===== config.mk =====
export PLATFORM = sky130hd
export DESIGN_NAME = sorted_list_table_core
export DESIGN_NICKNAME = d
export VERILOG_FILES = /design/src/slt_pkg.sv /design/src/slt_ctrl.sv /design/src/slt_dpath.sv /design/src/sorted_list_table_core.sv
export SDC_FILE = /design/constraint.sdc
export NUM_CORES = 2
export LEC_CHECK = 0
export ABC_AREA = 1
export BUFFER_PORTS_ARGS = -buffer_cell sky130_fd_sc_hd__buf_2
export CAP_MARGIN = 20
export CELL_PAD_IN_SITES_DETAIL_PLACEMENT = 1
export CELL_PAD_IN_SITES_GLOBAL_PLACEMENT = 1
export CORE_MARGIN = 5
export CORE_UTILIZATION = 49
export DETAILED_ROUTE_END_ITERATION = 10
export PLACE_DENSITY_LB_ADDON = 0.1
export SLEW_MARGIN = 40
export SYNTH_ARGS = -nofsm -noshare
export SYNTH_HDL_FRONTEND = slang
export SYNTH_SLANG_ARGS = --single-unit

===== constraint.sdc =====
create_clock -name clk -period 9.8 [get_ports clk]
set_clock_uncertainty 0.1 [all_clocks]
set_input_delay 0.98 -clock clk [delete_from_list [all_inputs] [get_ports clk]]
set_output_delay 0.98 -clock clk [all_outputs]
set_load 0.05 [all_outputs]

===== src/slt_pkg.sv =====
// ----------------------------------------------------------------------------
// slt_pkg
// Shared constants, codes and handshake types of the sorted list table.
// ----------------------------------------------------------------------------
`default_nettype none

package slt_pkg;

  // Default list depth
  localparam int CAPACITY_DEF = 16;

  // Fixed field widths
  localparam int DATA_W  = 32;
  localparam int KIND_W  = 3;
  localparam int STAT_W  = 2;
  localparam int COUNT_W = 5;

  // Operation kinds
  localparam logic [KIND_W-1:0] KIND_PUSH   = 3'd0;
  localparam logic [KIND_W-1:0] KIND_INSERT = 3'd1;
  localparam logic [KIND_W-1:0] KIND_REMOVE = 3'd2;
  localparam logic [KIND_W-1:0] KIND_CLEAR  = 3'd3;
  localparam logic [KIND_W-1:0] KIND_DUMP   = 3'd4;

  // Result status codes
  localparam logic [STAT_W-1:0] ST_OK       = 2'd0;
  localparam logic [STAT_W-1:0] ST_EMPTY    = 2'd1;
  localparam logic [STAT_W-1:0] ST_NOTFOUND = 2'd2;
  localparam logic [STAT_W-1:0] ST_FULL     = 2'd3;

  // Commands from controller to datapath
  typedef struct packed {
    logic load;       // capture a new request
    logic compare;    // build the insert and remove masks
    logic execute;    // apply the operation and emit its result
    logic dump_step;  // emit the head entry and rotate the list
  } slt_cmd_t;

  // Status from datapath to controller
  typedef struct packed {
    logic is_dump;    // held request is a dump
    logic list_empty; // no entries held
    logic dump_last;  // current dump step emits the tail entry
  } slt_stat_t;

endpackage

`default_nettype wire


===== src/slt_ctrl.sv =====
// ----------------------------------------------------------------------------
// slt_ctrl
// Controller: sequences the compare and execute steps of each request, and the dump steps of a dump.
// ----------------------------------------------------------------------------
`default_nettype none

module slt_ctrl (
  input  wire logic              clk,
  input  wire logic              rst_n,
  input  wire logic              start,
  input  wire slt_pkg::slt_stat_t stat,
  output logic                   busy,
  output slt_pkg::slt_cmd_t      cmd
);

  typedef enum logic [3:0] {
    S_IDLE = 4'b0001,
    S_CMP  = 4'b0010,
    S_EXEC = 4'b0100,
    S_DUMP = 4'b1000
  } state_t;

  state_t state_r, state_nxt;

  // Work out the next state
  always_comb begin
    state_nxt = state_r;
    case (state_r)
      S_IDLE: if (start) state_nxt = S_CMP;
      S_CMP:  state_nxt = S_EXEC;
      S_EXEC: begin
        if (stat.is_dump && !stat.list_empty) state_nxt = S_DUMP;
        else state_nxt = S_IDLE;
      end
      S_DUMP: if (stat.dump_last) state_nxt = S_IDLE;
      default: state_nxt = S_IDLE;
    endcase
  end

  always_ff @(posedge clk) begin
    if (!rst_n) state_r <= S_IDLE;
    else        state_r <= state_nxt;
  end

  // Drive commands from the current state
  assign busy           = (state_r != S_IDLE);
  assign cmd.load       = (state_r == S_IDLE) && start;
  assign cmd.compare    = (state_r == S_CMP);
  assign cmd.execute    = (state_r == S_EXEC);
  assign cmd.dump_step  = (state_r == S_DUMP);

endmodule

`default_nettype wire


===== src/slt_dpath.sv =====
// ----------------------------------------------------------------------------
// slt_dpath
// Datapath: entry register file with parallel compare, shift and rotate.
// ----------------------------------------------------------------------------
`default_nettype none

module slt_dpath #(
  parameter int CAPACITY = slt_pkg::CAPACITY_DEF
) (
  input  wire logic                                clk,
  input  wire logic                                rst_n,
  input  wire slt_pkg::slt_cmd_t                   cmd,
  input  wire logic [slt_pkg::KIND_W-1:0]          in_kind,
  input  wire logic signed [slt_pkg::DATA_W-1:0]   in_value,
  output slt_pkg::slt_stat_t                       stat,
  output logic                                     out_valid,
  output logic [slt_pkg::STAT_W-1:0]               out_status,
  output logic signed [slt_pkg::DATA_W-1:0]        out_entry,
  output logic [slt_pkg::COUNT_W-1:0]              out_count,
  output logic                                     out_last
);

  localparam int FILL_W = $clog2(CAPACITY + 1);
  localparam int DW     = slt_pkg::DATA_W;

  logic [slt_pkg::KIND_W-1:0] op_r;
  logic [DW-1:0]              val_r;
  logic [DW-1:0]              entries_r   [CAPACITY];
  logic [DW-1:0]              entries_nxt [CAPACITY];
  logic [FILL_W-1:0]          fill_r, fill_nxt;
  logic [FILL_W-1:0]          dump_cnt_r, dump_cnt_nxt;
  logic [CAPACITY-1:0]        ins_mask_r, ins_mask_nxt;
  logic [CAPACITY-1:0]        rem_mask_r, rem_mask_nxt;

  logic                       ov_nxt, ol_nxt;
  logic [slt_pkg::STAT_W-1:0] os_nxt;
  logic [DW-1:0]              oe_nxt;
  logic                       list_full, found;

  assign list_full = (fill_r == FILL_W'(CAPACITY));
  assign found     = rem_mask_r[CAPACITY-1];

  assign stat.is_dump    = (op_r == slt_pkg::KIND_DUMP);
  assign stat.list_empty = (fill_r == '0);
  assign stat.dump_last  = ((dump_cnt_r + FILL_W'(1)) == fill_r);

  // Build masks: slots at or past the insert point, and at or past the match
  always_comb begin
    logic run_g, run_e, in_list;
    run_g = 1'b0;
    run_e = 1'b0;
    for (int i = 0; i < CAPACITY; i++) begin
      in_list = (FILL_W'(i) < fill_r);
      run_g   = run_g | !in_list | ($signed(entries_r[i]) > $signed(val_r));
      run_e   = run_e | (in_list && (entries_r[i] == val_r));
      ins_mask_nxt[i] = (op_r == slt_pkg::KIND_PUSH) ? 1'b1 : run_g;
      rem_mask_nxt[i] = run_e;
    end
  end

  // Apply the operation, rotate during dump, and form the result
  always_comb begin
    for (int i = 0; i < CAPACITY; i++) entries_nxt[i] = entries_r[i];
    fill_nxt     = fill_r;
    dump_cnt_nxt = dump_cnt_r;
    ov_nxt       = 1'b0;
    os_nxt       = slt_pkg::ST_OK;
    oe_nxt       = val_r;
    ol_nxt       = 1'b1;

    if (cmd.execute) begin
      ov_nxt       = 1'b1;
      dump_cnt_nxt = '0;
      case (op_r)
        slt_pkg::KIND_PUSH, slt_pkg::KIND_INSERT: begin
          if (list_full) begin
            os_nxt = slt_pkg::ST_FULL;
          end else begin
            // open a slot at the first set mask bit
            for (int i = 0; i < CAPACITY; i++) begin
              if (ins_mask_r[i]) begin
                if (i == 0)                 entries_nxt[i] = val_r;
                else if (!ins_mask_r[i-1])  entries_nxt[i] = val_r;
                else                        entries_nxt[i] = entries_r[i-1];
              end
            end
            fill_nxt = fill_r + FILL_W'(1);
          end
        end
        slt_pkg::KIND_REMOVE: begin
          if (fill_r == '0) begin
            os_nxt = slt_pkg::ST_EMPTY;
          end else if (!found) begin
            os_nxt = slt_pkg::ST_NOTFOUND;
          end else begin
            // close the gap left by the matching entry
            for (int i = 0; i < CAPACITY - 1; i++) begin
              if (rem_mask_r[i]) entries_nxt[i] = entries_r[i+1];
            end
            fill_nxt = fill_r - FILL_W'(1);
          end
        end
        slt_pkg::KIND_CLEAR: begin
          os_nxt   = (fill_r == '0) ? slt_pkg::ST_EMPTY : slt_pkg::ST_OK;
          oe_nxt   = '0;
          fill_nxt = '0;
        end
        slt_pkg::KIND_DUMP: begin
          // only an empty list answers here; otherwise the dump steps follow
          ov_nxt = (fill_r == '0);
          os_nxt = slt_pkg::ST_EMPTY;
          oe_nxt = '0;
        end
        default: begin
          os_nxt = slt_pkg::ST_OK;
        end
      endcase
    end else if (cmd.dump_step) begin
      ov_nxt       = 1'b1;
      oe_nxt       = entries_r[0];
      ol_nxt       = stat.dump_last;
      dump_cnt_nxt = dump_cnt_r + FILL_W'(1);
      // rotate the held entries by one towards the head
      for (int i = 0; i < CAPACITY; i++) begin
        if (FILL_W'(i + 1) < fill_r && i < CAPACITY - 1) begin
          entries_nxt[i] = entries_r[(i + 1) % CAPACITY];
        end else if (FILL_W'(i + 1) == fill_r) begin
          entries_nxt[i] = entries_r[0];
        end
      end
    end
  end

  // Control registers
  always_ff @(posedge clk) begin
    if (!rst_n) begin
      fill_r    <= '0;
      out_valid <= 1'b0;
    end else begin
      fill_r    <= fill_nxt;
      out_valid <= ov_nxt;
    end
  end

  // Payload registers
  always_ff @(posedge clk) begin
    if (cmd.load) begin
      op_r  <= in_kind;
      val_r <= in_value;
    end
    if (cmd.compare) begin
      ins_mask_r <= ins_mask_nxt;
      rem_mask_r <= rem_mask_nxt;
    end
    for (int i = 0; i < CAPACITY; i++) entries_r[i] <= entries_nxt[i];
    dump_cnt_r <= dump_cnt_nxt;
    out_status <= os_nxt;
    out_entry  <= oe_nxt;
    out_count  <= slt_pkg::COUNT_W'(fill_nxt);
    out_last   <= ol_nxt;
  end

endmodule

`default_nettype wire


===== src/sorted_list_table_core.sv =====
// ----------------------------------------------------------------------------
// sorted_list_table_core
// Bounded ordered list of signed 32-bit values with push, insert, remove,
// clear and dump requests.
// ----------------------------------------------------------------------------
// A request is taken when start is high and busy is low. Push, insert, remove,
// clear and unused kinds give one result. After acceptance the compare state
// registers the masks from the parallel compare over all slots. The execute
// state then loads the shifted list and the output register together. busy
// drops in the result cycle, so the next request can be taken while the result
// is on the ports, but not before the previous one has reached the output
// register. A dump of n entries gives n results on consecutive cycles, one
// from each dump state that follows the execute state. busy stays up through
// the compare, execute and dump states. The list rotates by one slot per
// result and ends in its original order. Results are marked by out_valid for
// exactly one cycle and cannot be held off, so the receiver must take every
// strobe. The list needs no clearing pass after reset.
`default_nettype none

module sorted_list_table_core #(
  parameter int CAPACITY = slt_pkg::CAPACITY_DEF
) (
  input  wire logic                              clk,
  input  wire logic                              rst_n,
  input  wire logic                              start,
  output logic                                   busy,
  input  wire logic [slt_pkg::KIND_W-1:0]        in_kind,
  input  wire logic signed [slt_pkg::DATA_W-1:0] in_value,
  output logic                                   out_valid,
  output logic [slt_pkg::STAT_W-1:0]             out_status,
  output logic signed [slt_pkg::DATA_W-1:0]      out_entry,
  output logic [slt_pkg::COUNT_W-1:0]            out_count,
  output logic                                   out_last
);

  slt_pkg::slt_cmd_t  cmd;
  slt_pkg::slt_stat_t stat;

  slt_ctrl u_ctrl (
    .clk   (clk),
    .rst_n (rst_n),
    .start (start),
    .stat  (stat),
    .busy  (busy),
    .cmd   (cmd)
  );

  slt_dpath #(
    .CAPACITY (CAPACITY)
  ) u_dpath (
    .clk        (clk),
    .rst_n      (rst_n),
    .cmd        (cmd),
    .in_kind    (in_kind),
    .in_value   (in_value),
    .stat       (stat),
    .out_valid  (out_valid),
    .out_status (out_status),
    .out_entry  (out_entry),
    .out_count  (out_count),
    .out_last   (out_last)
  );

  // A dump result that is not the tail is followed at once by the next one
  assert property (@(posedge clk) disable iff (!rst_n)
    out_valid && !out_last |=> out_valid)
    else $error("dump results not contiguous");

  // An accepted request keeps the block busy for the next cycle
  assert property (@(posedge clk) disable iff (!rst_n)
    start && !busy |=> busy)
    else $error("busy not raised after accept");

  // A full rejection reports a full list
  assert property (@(posedge clk) disable iff (!rst_n)
    out_valid && out_status == slt_pkg::ST_FULL |->
      (CAPACITY > 31 || out_count == slt_pkg::COUNT_W'(CAPACITY)))
    else $error("full status with list not full");

endmodule

`default_nettype wire

==> summary.md <==
| Metric | Value |
|---|---|
| Status | finished clean |
| Hold WC Path Type | input pin to register |
| Yosys top cell by area | edfxtp_1 |
| Per-cell routed wire length | 28.19 um |
| GR Layer Usage met2 | 61.29% |
| Max-slew violations | 0 |
| Flop-to-flop setup slack | 5650 ps |
| Crit path max fanout | 67 |
| Maximum VDD drop | 155.1 uV |
| Top post-synthesis cells by area | edfxtp_1 37%, ha_1 14%, nand2_1 12%, o21ai_0 5.9%, a21oi_1 5.6% |
| Syn Area/Cell | 8.034 sq um |
| Worst slew margin | 40.60% |
| Crit Path Class | register to register |
| Worst R2R End | u_dpath.ins_mask_r[15] |
| Final Util | 53.61% |
| CP peak stage delay | 830 ps |
| Syn Inst Count | 5,920 |
| Drt via density | 6.668 |
| CTS H-Tree Depth | 3 |
| Pwr dens | 142.4 nW/um^2 |
| Top cell by count, worst path | nand2_1 |
| Most Crowded Layer GR | met2 |
| Core Area | 96,570 sq um |
| DIE AREA | 103,400 sq um |
| Startpoint Class | register |
| IO buf count | 79 |
| Period utilisation layout | 42.33% |
| WHS Path Cells | 1 |
| Vias in the first global route | 47,180 |
| Row count | 114 |
| Max Freq | 0.2411 GHz |
| Setup TNS | 0 ps |
| Crit path DAT | 4420 ps |
| DRT Pass-1 Iters | 6 |
| Post-CTS Setup Bufs | 0 |
| Most common cell after layout, fill and taps aside | nand2_1 |
| Yosys cell types | 54 |
| DR iter-0 viols | 4,756 |
| Buf+Inv Stages, Crit Path | 4 |
| Area share of the largest cell type after synthesis | 36.56% |
| DRC violations left | 0 |
| Area grow syn2layout | 8.842% |
| Top Family by Delay on Critical Path | simple AND/OR/NAND/NOR gates |
| Largest net degree at the start of global routing | 189 |
| PostCTS Resize Cnt | 0 |
| Synthesized Nets | 6,476 |
| Initial antenna violation count | 11 |
| Via count | 47,470 |
| Required @ worst endpoint | 10,080 ps |
| Grt met3 use | 5.529% |
| Synth warn | 0 |
| Num CTS Buffers | 78 |
| Layout net count | 6,330 |
| CP max-delay cell | dfxtp_1 |
| Hold EP | u_dpath.val_r[29] |
| Placed instance area | 48,970 sq um |
| Clock slew at reported path FFs | 70 ps |
| CTS max path bufs | 3 |
| Min Tclk post-route | 4148 ps |
| Met1 GRT Util | 49.47% |
| Synth Cell Area | 47,560 sq um |
| Sequential share of the synthesized area | 38.87% |
| Synth Register Bits | 634 |
| Leak Pwr | 20.16 nW |
| Die Y | 321.6 um |
| ANT nets after route | 0 |
| Reg2Reg Depth | 13 |
| Initial Utilization | 49.25% |
| Hold buffer count at cts | 0 |
| Most frequent cells in the layout | 1,493 x nand2_1, 579 x edfxtp_1, 565 x o21ai_0 |
| Clock root cell | clkbuf_16 |
| RSZ-0062 raised after global routing | no |
| TritonCTS Sinks | 634 |
| Hold_sp | in_value[29] |
| Post-DP HPWL | 137,200 um |
| Worst Max-Slew Pin Slew | 890.0 ps |
| Fin area | 51,770 sq um |
| Setup Viol. Count Final | 0 |
| First-pass GRT wire length | 298,900 um |
| Critical path cell sequence | nand2_1 > inv_2 > nor2_4 > buf_4 > nor2_4 > buf_4 > inv_2 > nor3_1 > nand4_1 > nand2_1 > nand2_1 > nor2_1 > nand4_1 |
| Final count of hold timing violations | 0 |
| Share of layout cells above drive strength 1 | 6.866% |
| Skew-Pair Late Insertion Delay | 670 ps |
| GRT Util Overall | 37.55% |
| CTS tree | built |
| Critical path endpoint category | register |
| RePlAce Congestion | 0.9410 |
| Grt ovf | 0 |
| Max-cap viol count | 0 |
| Post-Route WL | 200,600 um |
| Num ports | 80 |
| R2r startpoint | u_dpath.fill_r[3] |
| Die X | 321.6 um |
-- cell families after synthesis --
kind of cell	count (synthesis)	share of synthesized area, %
buf+inv	709	5.743
fa+ha+maj	518	13.63
simple gates	2349	20.31
flops	634	38.87
compound gates	1703	21.32
xor+xnor	7	0.1289
-- cell usage after synthesis, drive strengths merged --
cell	n
nor4	14
and3	3
and2	3
nor4b	1
xnor2	1
o221a	1
o21bai	5
o21a	27
o221ai	160
nand3	350
buf	113
nor3	35
nand4	53
dfxtp	55
a31oi	5
or2	3
xor2	6
ha	518
nor3b	1
inv	293
a21oi	533
o2111ai	1
o21ai	600
nand3b	5
o311ai	7
nor2	386
a22oi	2
a211oi	3
clkbuf	301
o211ai	291
clkinv	2
a21boi	1
a21o	7
a2111oi	7
o41ai	1
a221oi	1
nand2	1495
edfxtp	579
a311oi	3
o22ai	48
-- worst max-delay path by stage --
| stage | start | to | depth (start not counted) |
|---|---|---|---|
| 4_1_cts | u_ctrl.state_r[1] | u_dpath.entries_r[7][4] | 13 |
| 2_1_floorplan | u_dpath.fill_r[1] | u_dpath.entries_r[4][0] | 10 |
| 6_report | u_dpath.fill_r[3] | u_dpath.ins_mask_r[15] | 13 |
| 3_3_place_gp | u_ctrl.state_r[1] | u_dpath.entries_r[7][6] | 12 |
| 5_1_grt | u_dpath.fill_r[3] | u_dpath.ins_mask_r[15] | 13 |
| 3_5_place_dp | u_ctrl.state_r[1] | u_dpath.entries_r[7][4] | 13 |
-- cell type report --
type | count | area [sq um]
fill | 11620 | 44800
multi-input combinational | 4577 | 26530
sequential | 634 | 18490
clock buffer | 100 | 2276
tap | 1276 | 1597
timing repair buffer | 188 | 1375
inverter | 295 | 1125
clock inverter | 46 | 374.1
antenna | 2 | 5.005
-- flip-flops by register name, summed over array words and instances (netlist names) --
name,cells
u_dpath.out_status,2
u_dpath.out_count,5
u_dpath.ins_mask_r,16
u_dpath.out_last,1
u_dpath.out_entry,32
u_dpath.fill_r,5
u_dpath.op_r,3
u_ctrl.state_r,4
u_dpath.dump_cnt_r,5
u_dpath.out_valid,1
u_dpath.rem_mask_r,16
u_dpath.entries_r,512
u_dpath.val_r,32
-- power breakdown --
group	internal [mW]	total, mW	switching (mW)
Sequential	2.98	3.03	0.0508
Combinational	0.364	1.24	0.873
Clock	1.76	3.10	1.34
-- per-stage QoR --
stage	hold WS [ps]	power, mW	worst slack (ps)	cells
2_1_floorplan	347.6	3.859	2726	5920
3_5_place_dp	384.6	4.287	5816	6964
5_1_grt	362.2	7.638	5573	7116
3_3_place_gp	377.1	4.232	5664	6962
6_report	391.6	7.373	5652	7118
4_1_cts	356.9	7.372	5794	7110
-- metal layers --
metal,share of wire (%),vias up
met5,0.012,-
met4,5.6,4
met3,8.3,532
met2,46,2281
met1,40,23630
li1,-,21020
No activity file was read; power rests on OpenSTA's default activity.
